[src/rtl/cfm64_pkg.sv]
// cfm64_pkg: types, constants and lane functions for the case-folded murmur64a hash
// used by cfm64_ctrl, cfm64_dpath and case_folded_murmur64a_hash; no dependencies
`timescale 1ns / 1ps
package cfm64_pkg;

  localparam logic [63:0] MIX_MUL   = 64'hc6a4a7935bd1e995;
  localparam int unsigned MIX_SHIFT = 47;

  // source of the multiplier operand register
  typedef enum logic [2:0] {
    OP_HOLD,
    OP_LEN,
    OP_FOLD,
    OP_XS,
    OP_HXK,
    OP_HXT,
    OP_HXS
  } op_sel_t;

  typedef struct packed {
    logic       load;
    op_sel_t    op_sel;
    logic       mul_en;
    logic [1:0] mul_step;
    logic       h_load;
    logic       out_load;
  } cmd_t;

  typedef struct packed {
    logic first;
    logic last;
    logic full;
    logic empty;
  } stat_t;

  function automatic logic [63:0] fold_case(input logic [63:0] w);
    logic [63:0] r;
    logic [7:0]  b;
    r = '0;
    for (int lane = 0; lane < 8; lane++) begin
      b = w[lane*8 +: 8];
      if (b >= 8'h41 && b <= 8'h5a) begin
        b = b | 8'h20;
      end
      r[lane*8 +: 8] = b;
    end
    return r;
  endfunction

  function automatic logic [63:0] tail_mask(input logic [2:0] cnt);
    logic [63:0] m;
    m = (64'h1 << {cnt, 3'b000}) - 64'h1;
    return m;
  endfunction

endpackage

[src/rtl/cfm64_dpath.sv]
// cfm64_dpath: item registers, running hash, shared 32x32 multiplier and result register
// depends on cfm64_pkg; driven by cmd_t from cfm64_ctrl
`timescale 1ns / 1ps
module cfm64_dpath (
  input  logic               clk,
  input  logic               rst_n,
  input  cfm64_pkg::cmd_t    cmd,
  input  logic [63:0]        in_word,
  input  logic [3:0]         in_byte_count,
  input  logic               in_first,
  input  logic               in_last,
  input  logic [15:0]        in_total_length,
  output cfm64_pkg::stat_t   stat,
  output logic [63:0]        hash
);
  import cfm64_pkg::*;

  logic [63:0] w_r;
  logic [3:0]  cnt_r;
  logic        first_r;
  logic        last_r;
  logic [15:0] len_r;
  logic [63:0] op_r, op_nxt;
  logic [63:0] acc_r, acc_nxt;
  logic [63:0] h_r;
  logic [63:0] hash_r;

  logic [31:0] mul_a;
  logic [31:0] mul_b;
  logic [63:0] prod;

  // low 64 bits of op * MIX_MUL in three partial products
  always_comb begin
    mul_a = (cmd.mul_step == 2'd2) ? op_r[63:32] : op_r[31:0];
    mul_b = (cmd.mul_step == 2'd1) ? MIX_MUL[63:32] : MIX_MUL[31:0];
    prod  = {32'b0, mul_a} * {32'b0, mul_b};
    if (cmd.mul_step == 2'd0) begin
      acc_nxt = prod;
    end else begin
      acc_nxt = acc_r + {prod[31:0], 32'b0};
    end
  end

  always_comb begin
    case (cmd.op_sel)
      OP_HOLD: op_nxt = op_r;
      OP_LEN:  op_nxt = {48'b0, len_r};
      OP_FOLD: op_nxt = fold_case(w_r);
      OP_XS:   op_nxt = acc_r ^ (acc_r >> MIX_SHIFT);
      OP_HXK:  op_nxt = h_r ^ acc_r;
      OP_HXT:  op_nxt = h_r ^ (fold_case(w_r) & tail_mask(cnt_r[2:0]));
      OP_HXS:  op_nxt = h_r ^ (h_r >> MIX_SHIFT);
      default: op_nxt = op_r;
    endcase
  end

  always_ff @(posedge clk) begin
    if (cmd.load) begin
      w_r     <= in_word;
      cnt_r   <= in_byte_count;
      first_r <= in_first;
      last_r  <= in_last;
      len_r   <= in_total_length;
    end
    op_r <= op_nxt;
    if (cmd.mul_en) begin
      acc_r <= acc_nxt;
    end
    if (cmd.out_load) begin
      hash_r <= acc_r ^ (acc_r >> MIX_SHIFT);
    end
  end

  // running hash
  always_ff @(posedge clk) begin
    if (!rst_n) begin
      h_r <= '0;
    end else if (cmd.h_load) begin
      h_r <= acc_r;
    end
  end

  assign stat.first = first_r;
  assign stat.last  = last_r;
  assign stat.full  = cnt_r[3];
  assign stat.empty = (cnt_r == 4'd0);
  assign hash       = hash_r;

endmodule

[src/rtl/cfm64_ctrl.sv]
// cfm64_ctrl: sequencer for seed, word mix, tail, finalize and result handoff
// depends on cfm64_pkg; drives cfm64_dpath through cmd_t
`timescale 1ns / 1ps
module cfm64_ctrl (
  input  logic               clk,
  input  logic               rst_n,
  input  logic               in_tvalid,
  output logic               in_tready,
  output logic               out_tvalid,
  input  logic               out_tready,
  input  cfm64_pkg::stat_t   stat,
  output cfm64_pkg::cmd_t    cmd
);
  import cfm64_pkg::*;

  typedef enum logic [2:0] {
    S_IDLE,
    S_START,
    S_BODY,
    S_FIN,
    S_MUL,
    S_POST
  } state_t;

  typedef enum logic [2:0] {
    PH_SEED,
    PH_K1,
    PH_K2,
    PH_H,
    PH_OUT
  } phase_t;

  state_t     state_r, state_nxt;
  phase_t     ph_r, ph_nxt;
  logic [1:0] step_r, step_nxt;
  logic       out_valid_r, out_valid_nxt;

  always_comb begin
    state_nxt     = state_r;
    ph_nxt        = ph_r;
    step_nxt      = 2'd0;
    out_valid_nxt = out_valid_r && !out_tready;
    cmd           = '0;
    cmd.op_sel    = OP_HOLD;
    case (state_r)
      S_IDLE: begin
        if (in_tvalid) begin
          cmd.load  = 1'b1;
          state_nxt = S_START;
        end
      end
      S_START: begin
        if (stat.first) begin
          cmd.op_sel = OP_LEN;
          ph_nxt     = PH_SEED;
          state_nxt  = S_MUL;
        end else begin
          state_nxt = S_BODY;
        end
      end
      S_BODY: begin
        if (stat.full) begin
          cmd.op_sel = OP_FOLD;
          ph_nxt     = PH_K1;
          state_nxt  = S_MUL;
        end else if (!stat.empty) begin
          cmd.op_sel = OP_HXT;
          ph_nxt     = PH_H;
          state_nxt  = S_MUL;
        end else begin
          state_nxt = S_FIN;
        end
      end
      S_FIN: begin
        if (stat.last) begin
          cmd.op_sel = OP_HXS;
          ph_nxt     = PH_OUT;
          state_nxt  = S_MUL;
        end else begin
          state_nxt = S_IDLE;
        end
      end
      S_MUL: begin
        cmd.mul_en   = 1'b1;
        cmd.mul_step = step_r;
        if (step_r == 2'd2) begin
          state_nxt = S_POST;
        end else begin
          step_nxt = step_r + 2'd1;
        end
      end
      S_POST: begin
        case (ph_r)
          PH_SEED: begin
            cmd.h_load = 1'b1;
            state_nxt  = S_BODY;
          end
          PH_K1: begin
            cmd.op_sel = OP_XS;
            ph_nxt     = PH_K2;
            state_nxt  = S_MUL;
          end
          PH_K2: begin
            cmd.op_sel = OP_HXK;
            ph_nxt     = PH_H;
            state_nxt  = S_MUL;
          end
          PH_H: begin
            cmd.h_load = 1'b1;
            state_nxt  = S_FIN;
          end
          PH_OUT: begin
            // wait until the result register is free
            if (!out_valid_r || out_tready) begin
              cmd.out_load  = 1'b1;
              out_valid_nxt = 1'b1;
              state_nxt     = S_IDLE;
            end
          end
          default: state_nxt = S_IDLE;
        endcase
      end
      default: state_nxt = S_IDLE;
    endcase
  end

  always_ff @(posedge clk) begin
    if (!rst_n) begin
      state_r     <= S_IDLE;
      ph_r        <= PH_SEED;
      step_r      <= 2'd0;
      out_valid_r <= 1'b0;
    end else begin
      state_r     <= state_nxt;
      ph_r        <= ph_nxt;
      step_r      <= step_nxt;
      out_valid_r <= out_valid_nxt;
    end
  end

  assign in_tready  = (state_r == S_IDLE);
  assign out_tvalid = out_valid_r;

endmodule

[src/rtl/case_folded_murmur64a_hash.sv]
// channel | dir | tdata                                   | tlast | tuser
// in_     | in  | word, byte_count, total_length (88 bits) | last  | first
// out_    | out | hash (64 bits)                          | -     | -
//
// one word passes through accept, first check, body and finish, one state each;
// each 64-bit multiply is three passes through one shared 32x32 multiplier plus
// one routing step; a full word needs three multiplies, a tail word one, a first
// word one more for the seed, a last word one more for the finalize
// rst_n is synchronous; it clears the sequencer, result valid and running hash
// a finished hash waits in the output register while the next word is taken;
// only the next hash stalls until out_tready drains it
// top level of the case-folded murmur64a hash; depends on cfm64_pkg,
// cfm64_ctrl and cfm64_dpath
`timescale 1ns / 1ps
module case_folded_murmur64a_hash (
  input  logic        clk,
  input  logic        rst_n,
  input  logic        in_tvalid,
  output logic        in_tready,
  input  logic [87:0] in_tdata,   // word[63:0], byte_count[67:64], total_length[83:68], zero
  input  logic        in_tlast,
  input  logic [0:0]  in_tuser,   // first[0]
  output logic        out_tvalid,
  input  logic        out_tready,
  output logic [63:0] out_tdata   // hash[63:0]
);
  import cfm64_pkg::*;

  cmd_t  cmd;
  stat_t stat;

  cfm64_ctrl u_ctrl (
    .clk        (clk),
    .rst_n      (rst_n),
    .in_tvalid  (in_tvalid),
    .in_tready  (in_tready),
    .out_tvalid (out_tvalid),
    .out_tready (out_tready),
    .stat       (stat),
    .cmd        (cmd)
  );

  cfm64_dpath u_dpath (
    .clk             (clk),
    .rst_n           (rst_n),
    .cmd             (cmd),
    .in_word         (in_tdata[63:0]),
    .in_byte_count   (in_tdata[67:64]),
    .in_first        (in_tuser[0]),
    .in_last         (in_tlast),
    .in_total_length (in_tdata[83:68]),
    .stat            (stat),
    .hash            (out_tdata)
  );

`ifndef SYNTH
  a_mul_seq : assert property (@(posedge clk) disable iff (!rst_n)
    cmd.mul_en && cmd.mul_step == 2'd0 |=> cmd.mul_en && cmd.mul_step == 2'd1)
    else $error("multiply passes out of order");

  a_mul_end : assert property (@(posedge clk) disable iff (!rst_n)
    cmd.mul_en && cmd.mul_step == 2'd2 |=> !cmd.mul_en)
    else $error("multiply ran past its last pass");

  a_no_overwrite : assert property (@(posedge clk) disable iff (!rst_n)
    cmd.out_load |-> !out_tvalid || out_tready)
    else $error("pending hash overwritten");

  a_busy_after_accept : assert property (@(posedge clk) disable iff (!rst_n)
    in_tvalid && in_tready |=> !in_tready)
    else $error("word taken while busy");
`endif

endmodule
[config.mk]
export PLATFORM = sky130hd
export DESIGN_NAME = case_folded_murmur64a_hash
export DESIGN_NICKNAME = d
export VERILOG_FILES = /design/src/rtl/cfm64_pkg.sv /design/src/rtl/cfm64_dpath.sv /design/src/rtl/cfm64_ctrl.sv /design/src/rtl/case_folded_murmur64a_hash.sv
export SDC_FILE = /design/constraint.sdc
export NUM_CORES = 2
export LEC_CHECK = 0
export BUFFER_PORTS_ARGS = -buffer_cell sky130_fd_sc_hd__buf_2
export CORE_AREA = 5 5 260 262
export CTS_CLUSTER_SIZE = 20
export DETAILED_ROUTE_END_ITERATION = 6
export DIE_AREA = 0 0 265 267
export GPL_ROUTABILITY_DRIVEN = 0
export GPL_TIMING_DRIVEN = 0
export PLACE_DENSITY = 0.83
export SLEW_MARGIN = 20
export SYNTH_ARGS = -nofsm -noshare
export SYNTH_HDL_FRONTEND = slang
export SYNTH_SLANG_ARGS = --single-unit
[constraint.sdc]
create_clock -name clk -period 28.8 [get_ports clk]
set_clock_uncertainty 0.1 [all_clocks]
set_input_delay 4.32 -clock clk [delete_from_list [all_inputs] [get_ports clk]]
set_output_delay 4.32 -clock clk [all_outputs]
set_load 0.01 [all_outputs]
==> impl_results.md <==
* Status: complete, but fails checks
* Violated checks: DRC
* Syn Inst Count at 4113
* Fill count at 4748
* CTS resizes at 0
* Synth top cells by count: inv_1, fa_1, ha_1
* Die ar. at roughly 71000 um2
* Period utilization at 0.4593
* Rows at 94
* TritonCTS clock tree: yes
* Synth area leader: fa_1
* Core Region at approximately 65000 um2
* Hold WC Path Type: flip-flop to flip-flop
* Global-route wire length before repair at 200800 um
* Rel. slew slack at 0.1731
* IO Count at between 150 and 200
* Largest net degree at the start of global routing at between 50 and 60
* Synth-to-Final Area Change at 7.354%
* Synth Area in Adders at 0.4216
* Area share of the largest cell type after synthesis at 0.2906
* FFs w/ async S/R, synth at 0
* Maxcap violations at 0
* Netlist cell types at 91
* Synthesis Warnings at 0
* Starting Density at 0.6419
* Max incr delay on CP at between 0.9 and 1 ns
* DRT Pass-1 Iters at 7
* Fin cells at between 5k and 6k
* Share of layout cells above drive strength 1 at 0.07407
* Mapped cell area at 41820 um2
* Clk slew on worst S/H paths at roughly 0.060 ns
* Clk buf depth at 3
* Clk Latency, worst-skew pair at about 0.62 ns
* FMAX at between 70 and 80 MHz
* CP max-delay cell: mux2i_1
* Grt ovf at 0
* Final hold vios at 0
* Synth top area cells: fa_1, edfxtp_1, ha_1
* Post-CTS setup buffer count at 0
* Main combinational cell family by area after synthesis: adder cells
* Die height at approximately 270 um
* CTS Sinks at around 350
* Post-Synth Simple-Gate Area at 0.08706
* Drt drc at between 500 and 600
* Crit path required time at 29.15 ns
* Area after DPL at about 44000 um2
* Vias in the first global route at between 30k and 40k
* Drt initial violations at approximately 5.0k
* Dpl hpwl at roughly 110000 um
* Synth Area per Inst at between 10 and 15 um2
* Number of synthesized flops with an enable pin at 278
* Nets at between 5k and 6k
* Crit path launch type: flip-flop
* Drt total wl at 133900 um
* Count leader, synth: inv_1
* Vias at around 34k
* WL per Instance at about 26 um
* Post-CTS Hold Buffers at 0
* RSZ-0062 raised after global routing: false
* CTS Root Cell: clkbuf_16
* Compound-Gate Fraction of Synth Area at 0.1253
* Max Slew Vio Count at 0
* Initial antenna violation count at 3
* Setup CP Type: flip-flop to flip-flop
* Ys flop type: edfxtp_1
* Die extent in x at 265 um
* H-tree lvl count at 1
* Yosys reg bits at 351
* Tmin final at between 10 and 15 ns
* Design area at about 45000 um2
* Post-Place Cells at a little over 5k
* GRT Total Usage at 0.3752
* Setup Total Neg Slack at 0 ns
* Sequential share of the synthesized area at 0.2346
* CTS buffer count at 31
* Top cell by count, worst path: fa_1
* Vias per cell at between 6 and 7
* Crit path DAT at roughly 14 ns
* Final setup viols at 0
* IO buf count at 154
* Slew @ Worst Pin at around 1.2 ns
* CP Capture Type: flip-flop
* Multiplexer share of the synthesized area at 0.01017
* Antenna-violating nets left at 0
* Worst-path fanout max at 34
* Synth Area in XOR/XNOR at 0.02881
[cell usage in the layout (no fill, tap or decap), types with 8 or more instances in the layout]
cell type  instances
nor2b_1           16
nand3_1           21
nand4_1           24
a31o_2             9
a32oi_1            8
o21a_1            23
clkbuf_16         31
o21bai_1          20
a21oi_1          210
mux2i_1           24
or2_2             20
nand2b_1          14
o2111ai_1          8
a221oi_1          45
mux2_2            14
a211oi_1          12
a222oi_1          23
edfxtp_1         278
clkbuf_1         121
o221ai_1          12
nor2_1           229
a221o_1           50
ha_1             438
buf_2            172
dfxtp_1           73
fa_1             607
o211ai_1          12
a21boi_0          67
nand2_1          275
o21ai_0           84
xnor2_1           60
and3_1            18
inv_1            832
nor3_1            64
buf_1             16
a31oi_1           31
or3_1             14
a21o_1            81
and2_1            50
xor2_1            75
[worst max-delay path, delay by kind of cell (launching register included)]
kind / cells / cell delay (ns)
fa+ha+maj: 10 / 4.71
buf+inv: 10 / 2.37
compound gates: 9 / 2.01
simple gates: 5 / 1.63
mux: 2 / 1.08
xor+xnor: 2 / 0.65
flops: 1 / 0.43
[per-stage QoR]
step | worst slack, ns | hold slack (ns) | utilization
finish | 15.57 | 0.3881 | 0.6891
global route | 15.29 | 0.4047 | 0.6889
CTS | 15.94 | 0.3858 | 0.6887
detailed placement | 16.00 | 0.3750 | 0.6729
global placement | 16.11 | 0.3394 | 0.6704
floorplan | 18.89 | 0.3262 | -
[final timing paths]
| check | startpoint | endpoint | slack, ns | cells after the start |
|---|---|---|---|---|
| max | u_ctrl.state_r[1]$_SDFFE_PN0P_ | u_dpath.acc_r[63]$_DFFE_PN_ | 15.57 | 38 |
| min reg2reg | u_dpath.h_r[20]$_SDFFE_PN0P_ | u_dpath.h_r[20]$_SDFFE_PN0P_ | 0.39 | 2 |
| max reg2reg | u_ctrl.state_r[1]$_SDFFE_PN0P_ | u_dpath.acc_r[63]$_DFFE_PN_ | 15.57 | 38 |
| min | u_dpath.h_r[20]$_SDFFE_PN0P_ | u_dpath.h_r[20]$_SDFFE_PN0P_ | 0.39 | 2 |
[layer usage]
layer	vias up	wire length (um)	global-route usage
met2	2731	55740	0.5451
met3	759	20260	0.1458
met5	-	147	0
met1	16120	45920	0.4726
li1	14030	-	-
met4	10	11810	0.2397
[kinds of logic (layout without fill, tap and decap cells)]
| logic type | Yosys count | after routing |
|---|---|---|
| DFF | 351 | 351 |
| xor gates and xnor gates | 136 | 136 |
| AOI/OAI and AO/OA | 751 | 751 |
| and+or+nand+nor | 788 | 788 |
| muxes | 40 | 40 |
| other | 2 | 10 |
| buffers and inverters | 1000 | 1218 |
| adders and majority gates | 1045 | 1045 |
[area by class of cell]
class,instances,area (um2),area share
Clock inverter,22,235.2,0.005239
Inverter,834,3133,0.06978
Tap cell,864,1081,0.02408
Buffer,166,730.7,0.01628
Timing Repair Buffer,160,908.4,0.02023
Sequential cell,351,9809,0.2185
Clock buffer,36,794.5,0.01770
Multi-Input combinational cell,2765,28190,0.6279
Antenna cell,5,12.51,0.0002787
[sequential cells by signal, indices dropped and copies added (netlist names), 2 cells and up]
signal          cells
u_dpath.h_r        64
u_ctrl.step_r       2
u_dpath.op_r       64
u_dpath.w_r        64
u_dpath.len_r      16
u_dpath.acc_r      64
u_dpath.cnt_r       4
u_ctrl.ph_r         3
u_dpath.hash       64
u_ctrl.state_r      3
Power is not shown: default switching activity piles up to over one toggle a cycle in this logic, so the estimate is an artifact.
